<file path="src/hw/rtl/lcdp_pkg.sv">
`default_nettype none

package lcdp_pkg;

	typedef logic [7:0]  byte_t;
	typedef logic [15:0] ms_t;
	typedef logic [1:0]  kind_t;

	// Item kinds on the result channel.
	localparam kind_t KIND_CMD   = 2'd0;
	localparam kind_t KIND_PARAM = 2'd1;
	localparam kind_t KIND_DELAY = 2'd2;
	localparam kind_t KIND_END   = 2'd3;

	// A command byte of this value opens a delay or end-of-list record.
	localparam byte_t MARK_BYTE   = 8'hFF;
	localparam byte_t SCALE_RESET = 8'd10;

	typedef struct packed {
		kind_t kind;
		byte_t value;
		ms_t   wait_ms;
		logic  last;
	} item_t;

endpackage

`default_nettype wire

</file>
<file path="src/hw/rtl/lcdp_if.sv">
`default_nettype none

interface lcdp_byte_if;
	import lcdp_pkg::*;

	logic  valid;
	logic  ready;
	byte_t list_byte;

	modport source (output valid, output list_byte, input ready);
	modport sink (input valid, input list_byte, output ready);
endinterface

interface lcdp_item_if;
	import lcdp_pkg::*;

	logic  valid;
	logic  ready;
	kind_t item_kind;
	byte_t byte_value;
	ms_t   wait_ms;
	logic  last_param;

	modport source (output valid, output item_kind, output byte_value, output wait_ms,
		output last_param, input ready);
	modport sink (input valid, input item_kind, input byte_value, input wait_ms,
		input last_param, output ready);
endinterface

`default_nettype wire

</file>
<file path="src/hw/rtl/lcdp_parser.sv">
`default_nettype none

module lcdp_parser (
	input  wire                 clk,
	input  wire                 arst_n,
	input  wire                 take,
	input  wire lcdp_pkg::byte_t list_byte,
	input  wire lcdp_pkg::byte_t scale,
	output logic                has_item,
	output lcdp_pkg::item_t     item
);
	import lcdp_pkg::*;

	localparam logic [1:0] PH_CMD    = 2'd0;
	localparam logic [1:0] PH_COUNT  = 2'd1;
	localparam logic [1:0] PH_PARAM  = 2'd2;
	localparam logic [1:0] PH_PSEUDO = 2'd3;

	logic [1:0] phase_q;
	logic [1:0] phase_nxt;
	byte_t      left_q;
	byte_t      left_nxt;
	ms_t        product;

	assign product = 16'(list_byte) * 16'(scale);

	always_comb begin
		phase_nxt = phase_q;
		left_nxt  = left_q;
		has_item  = 1'b0;
		item      = '{kind: KIND_CMD, value: '0, wait_ms: '0, last: 1'b0};
		case (phase_q)
			PH_CMD: begin
				if (list_byte == MARK_BYTE) begin
					phase_nxt = PH_PSEUDO;
				end else begin
					phase_nxt  = PH_COUNT;
					has_item   = 1'b1;
					item.value = list_byte;
				end
			end
			PH_COUNT: begin
				left_nxt  = list_byte;
				phase_nxt = (list_byte == '0) ? PH_CMD : PH_PARAM;
			end
			PH_PARAM: begin
				has_item   = 1'b1;
				item.kind  = KIND_PARAM;
				item.value = list_byte;
				if (left_q <= 8'd1) begin
					left_nxt  = '0;
					phase_nxt = PH_CMD;
					item.last = 1'b1;
				end else begin
					left_nxt = left_q - 8'd1;
				end
			end
			default: begin
				phase_nxt = PH_CMD;
				has_item  = 1'b1;
				if (list_byte == MARK_BYTE) begin
					item.kind = KIND_END;
				end else begin
					item.kind    = KIND_DELAY;
					item.wait_ms = product;
				end
			end
		endcase
	end

	always_ff @(posedge clk or negedge arst_n) begin
		if (!arst_n) begin
			phase_q <= PH_CMD;
			left_q  <= '0;
		end else if (take) begin
			phase_q <= phase_nxt;
			left_q  <= left_nxt;
		end
	end

endmodule

`default_nettype wire

</file>
<file path="src/hw/rtl/lcd_init_command_list_player_core.sv">
`default_nettype none

// Channel    Dir  Payload                                        Beat when
// list_in    in   list_byte                                      valid && ready
// items      out  item_kind, byte_value, wait_ms, last_param     valid && ready
// cfg        in   cfg_wdata (delay_scale_ms)                     cfg_we
//
// One list byte is taken per cycle while list_in.ready is high. A byte is held in
// the input register, decoded against the parser state, and its result (if any)
// is written to the output register once that register is free or being emptied.
// Reset clears both stage valids, the parser state and sets the scale to 10 ms.
// A stall on items holds the output register and with it the input register;
// list_in.ready then stays high only while the input register is empty.

module lcd_init_command_list_player_core (
	input  wire                  clk,
	input  wire                  arst_n,
	input  wire                  cfg_we,
	input  wire lcdp_pkg::byte_t cfg_wdata,
	lcdp_byte_if.sink            list_in,
	lcdp_item_if.source          items
);
	import lcdp_pkg::*;

	// Delay scale; users must write it only while the block is idle (not enforced).
	byte_t scale_q;

	// Input register stage.
	logic  valid_s1;
	byte_t byte_s1;

	// Output register stage.
	logic  valid_s2;
	item_t item_s2;

	logic  s1_go;
	logic  s1_fire;
	logic  has_item;
	item_t item;

	// The input stage moves on whenever the output register is free or is being
	// emptied this cycle; bytes that make no item move on as well.
	assign s1_go          = !valid_s2 || items.ready;
	assign s1_fire        = valid_s1 && s1_go;
	assign list_in.ready  = !valid_s1 || s1_go;

	lcdp_parser u_parser (
		.clk      (clk),
		.arst_n   (arst_n),
		.take     (s1_fire),
		.list_byte(byte_s1),
		.scale    (scale_q),
		.has_item (has_item),
		.item     (item)
	);

	always_ff @(posedge clk or negedge arst_n) begin
		if (!arst_n) begin
			scale_q <= SCALE_RESET;
		end else if (cfg_we) begin
			scale_q <= cfg_wdata;
		end
	end

	always_ff @(posedge clk or negedge arst_n) begin
		if (!arst_n) begin
			valid_s1 <= 1'b0;
		end else if (list_in.ready) begin
			valid_s1 <= list_in.valid;
		end
	end

	always_ff @(posedge clk) begin
		if (list_in.ready && list_in.valid) begin
			byte_s1 <= list_in.list_byte;
		end
	end

	always_ff @(posedge clk or negedge arst_n) begin
		if (!arst_n) begin
			valid_s2 <= 1'b0;
		end else if (s1_fire) begin
			valid_s2 <= has_item;
		end else if (items.ready) begin
			valid_s2 <= 1'b0;
		end
	end

	always_ff @(posedge clk) begin
		if (s1_fire && has_item) begin
			item_s2 <= item;
		end
	end

	assign items.valid      = valid_s2;
	assign items.item_kind  = item_s2.kind;
	assign items.byte_value = item_s2.value;
	assign items.wait_ms    = item_s2.wait_ms;
	assign items.last_param = item_s2.last;

endmodule

`default_nettype wire

</file>
<file path="src/flat_wrapper.sv">
// flat-port wrapper written by rule: the top's interface ports become plain ports
module lcd_init_command_list_player_core_flat import lcdp_pkg::*;
  (clk, arst_n, cfg_we, cfg_wdata, list_in_valid, list_in_list_byte, list_in_ready, items_valid, items_item_kind, items_byte_value, items_wait_ms, items_last_param, items_ready);
  lcdp_byte_if list_in_i ();
  lcdp_item_if items_i ();
  input  wire clk;
  input  wire arst_n;
  input  wire cfg_we;
  input  wire lcdp_pkg::byte_t cfg_wdata;
  input wire logic [$bits(list_in_i.valid)-1:0] list_in_valid;
  input wire logic [$bits(list_in_i.list_byte)-1:0] list_in_list_byte;
  output wire logic [$bits(list_in_i.ready)-1:0] list_in_ready;
  output wire logic [$bits(items_i.valid)-1:0] items_valid;
  output wire logic [$bits(items_i.item_kind)-1:0] items_item_kind;
  output wire logic [$bits(items_i.byte_value)-1:0] items_byte_value;
  output wire logic [$bits(items_i.wait_ms)-1:0] items_wait_ms;
  output wire logic [$bits(items_i.last_param)-1:0] items_last_param;
  input wire logic [$bits(items_i.ready)-1:0] items_ready;
  assign list_in_i.valid = list_in_valid;
  assign list_in_i.list_byte = list_in_list_byte;
  assign list_in_ready = list_in_i.ready;
  assign items_valid = items_i.valid;
  assign items_item_kind = items_i.item_kind;
  assign items_byte_value = items_i.byte_value;
  assign items_wait_ms = items_i.wait_ms;
  assign items_last_param = items_i.last_param;
  assign items_i.ready = items_ready;
  lcd_init_command_list_player_core u_core (.clk(clk), .arst_n(arst_n), .cfg_we(cfg_we), .cfg_wdata(cfg_wdata), .list_in(list_in_i), .items(items_i));
endmodule
</file>
<file path="config.mk">
export PLATFORM = sky130hd
export DESIGN_NAME = lcd_init_command_list_player_core_flat
export DESIGN_NICKNAME = d
export VERILOG_FILES = /design/src/hw/rtl/lcdp_pkg.sv /design/src/hw/rtl/lcdp_if.sv /design/src/hw/rtl/lcdp_parser.sv /design/src/hw/rtl/lcd_init_command_list_player_core.sv /design/src/flat_wrapper.sv
export SDC_FILE = /design/constraint.sdc
export NUM_CORES = 1
export LEC_CHECK = 0
export ABC_AREA = 1
export BUFFER_PORTS_ARGS = -buffer_cell sky130_fd_sc_hd__buf_2
export CAP_MARGIN = 25
export CORE_ASPECT_RATIO = 0.75
export CORE_MARGIN = 2
export CORE_UTILIZATION = 60
export DETAILED_ROUTE_END_ITERATION = 10
export PLACE_DENSITY = 0.81
export SLEW_MARGIN = 5
export SYNTH_ARGS = -nofsm -noshare
export SYNTH_HDL_FRONTEND = slang
export SYNTH_SLANG_ARGS = --single-unit
</file>
<file path="constraint.sdc">
create_clock -name clk -period 5.1 [get_ports clk]
set_input_delay 1.02 -clock clk [delete_from_list [all_inputs] [get_ports clk]]
set_output_delay 1.02 -clock clk [all_outputs]
set_load 0.02 [all_outputs]
</file>
==> results.tsv <==
metric	value	unit
num_vias	3743	
setup_viol	0	
hold_path_class	reg -> reg	
drt_iter0_drc	228	
fin_setup_tns	0	ps
final_common_cell	nand2_1	
fin_crit	4360	ps
status	finished clean	
post-route-drc-count	0	
grt_pass1_wl	16420	µm
io_buffers	49	
tritoncts	done	
fill_cells	671	
place.gp.congestion	0.8655	
drt-total-wl	9770	µm
antenna_found_initial	0	
synth.distinct_cells	37	
layout_common_cells	nand2_1 (145), inv_1 (138), buf_2 (49), ha_1 (42), fa_1 (36)	
area_growth	8.136	%
layout-drive-gt1-share	16.10	%
ir_worst_vdd	0.2364	mV
cp_max_fo	9	
synthesis.nets	682	
clock-sinks	55	
clock_path_buffers	2	
ctsHoldBuffers	0	
firstDrtPassIters	8	
syn-cell-area	4813	µm²
num-nets-final	719	
startpoint_type	flop	
cts_buffers	5	
synth_seq_cells	55	
synthTopCellsByArea	edfxtp_1 (22%), fa_1 (15%), nand2_1 (11%)	
rsz0062_at_grt	no	
hold_viol	0	
total_power	2.964	mW
fin_ws	739.7	ps
power_density	569.5	nW/µm²
p_leak	2.946	nW
netlist_instances	583	
insertion_delay	310	ps
io-pin-count	50	
place_hpwl	7733	µm
track_usage	24.06	%
vias_per_cell	5.156	
route.antenna.remaining_nets	0	
dieArea	8762	µm²
syn_avg_cell_area	8.256	µm²
final.period_utilization	85.50	%
endpoint_kind	flop	
arrival	4440	ps
start_util	61.34	%
yosys.area.top_type	edfxtp_1	
worst_slew_pin_slew	555.2	ps
clkSlewWorstSetupHoldPaths	100	ps
yosys_warnings	0	
fp.dieH	81.57	µm
overflow	0	
finalMaxSlewViolations	0	
wire_per_inst	13.46	µm
cap_viol_max_count	0	
fp.dieW	107.4	µm
cts_resized	0	
rows	28	
dp_slack	759.3	ps
clock.fmax	229.3	MHz
cts_setup_buffers	0	
coreArea	7848	µm²
skew	7.747	ps
yosysTopAreaCellShare	21.84	%
crit_required	5180	ps
critical_path_class	reg -> reg	
antenna_cells	0	
slew-limit-headroom	62.95	%
cts-root-buf	clkbuf_8	
h-tree-depth	2	
synth-seq-area-share	32.28	%
grt_pass1_vias	3618	
grt_max_degree	21	
==> Yosys cell counts, drive strengths merged <==
master	count
a21boi	2
ha	42
buf	8
dfstp	2
dfrtp	18
nor2	47
o21ai	7
a21o	1
inv	153
fa	36
a21oi	19
nor3b	2
and2	1
edfxtp	35
nor4	1
or2	2
mux2	7
nor3	6
nand4	4
nand3	20
clkbuf	12
a22oi	6
xor2	6
nand2	146
==> report_power, final <==
| part | switching [mW] | internal, mW |
|---|---|---|
| Clock | 0.153 | 0.128 |
| Sequential | 0.0960 | 0.689 |
| Combinational | 1.24 | 0.658 |
==> worst max-delay path, cell delays in order (launching register included) <==
cell      delay (ps)
edfxtp_1         650
nand2_1          170
fa_1             550
fa_1             560
inv_1             60
fa_1             530
inv_1             50
fa_1             530
inv_1             40
ha_1             340
nand2_1          120
inv_1             50
nand2_1           50
nand2_1           60
nand2_1           60
nand3_1          130
nor2_1           140
nor2_1            60
==> cell type report <==
type,instances,area (µm²),share of cell area (%)
Clock buffer,7,97.59,1.875
Clock inverter,1,6.256,0.1202
Inverter,153,581.8,11.18
Multi-Input combinational cell,355,2581,49.59
Sequential cell,55,1554,29.86
Tap cell,105,131.4,2.524
Timing Repair Buffer,50,252.7,4.856
==> registers in the layout (all words and copies together), names as in the netlist <==
register                 flops
u_core.byte_s1               8
u_core.items.byte_value      8
u_core.items.item_kind       2
u_core.items.last_param      1
u_core.items.valid           1
u_core.items.wait_ms        16
u_core.scale_q               8
u_core.u_parser.left_q       8
u_core.u_parser.phase_q      2
u_core.valid_s1              1
==> worst paths after layout <==
path | from | slack, ps | end | depth (start not counted)
worst max-delay path | u_core.byte_s1[0]$_DFFE_PP_ | 740 | u_core.items.wait_ms[13]$_SDFFCE_PP0P_ | 17
worst min-delay path | u_core.valid_s1$_DFFE_PN0N_ | 560 | u_core.items.valid$_DFFE_PN0P_ | 2
worst max register to register | u_core.byte_s1[0]$_DFFE_PP_ | 740 | u_core.items.wait_ms[13]$_SDFFCE_PP0P_ | 17
worst min register to register | u_core.valid_s1$_DFFE_PN0N_ | 560 | u_core.items.valid$_DFFE_PN0P_ | 2
max in group asynchronous | arst_n | 4100 | u_core.scale_q[3]$_DFFE_PN1P_ | 1
min in group asynchronous | arst_n | 650 | u_core.u_parser.phase_q[0]$_DFFE_PN0P_ | 1
==> routing by layer <==
| metal | up-vias | part of all wire, % | GRT usage [%] | wire length (µm) |
|---|---|---|---|---|
| li1 | 1817 | - | - | - |
| met1 | 1764 | 43 | 32.92 | 4238 |
| met2 | 147 | 48 | 39.30 | 4666 |
| met3 | 15 | 7.7 | 5.635 | 749 |
| met4 | 0 | 1.2 | 6.154 | 116 |
| met5 | - | 0 | 0 | 0 |
==> kinds of logic after synthesis <==
logic type	count (synthesis)	synth area share, %
AO/OA/AOI/OAI	35	4.341
XOR/XNOR	6	1.092
adder cells (fa/ha/maj)	78	25.89
buffers and inverters	173	14.14
flip-flops	55	32.28
multiplexers	7	1.638
AND/OR/NAND/NOR	229	20.61
==> through the flow <==
step | hold slack (ps) | cells | util (%) | instance area [µm²]
2_1_floorplan | 515.3 | 583 | - | 4813
3_3_place_gp | 512.9 | 718 | 65.00 | 5101
3_5_place_dp | 542.5 | 718 | 65.00 | 5101
4_1_cts | 558.1 | 726 | 66.33 | 5205
5_1_grt | 590.9 | 726 | 66.33 | 5205
6_report | 557.5 | 726 | 66.33 | 5205
Note: power is estimated with default switching activity, not from simulation.
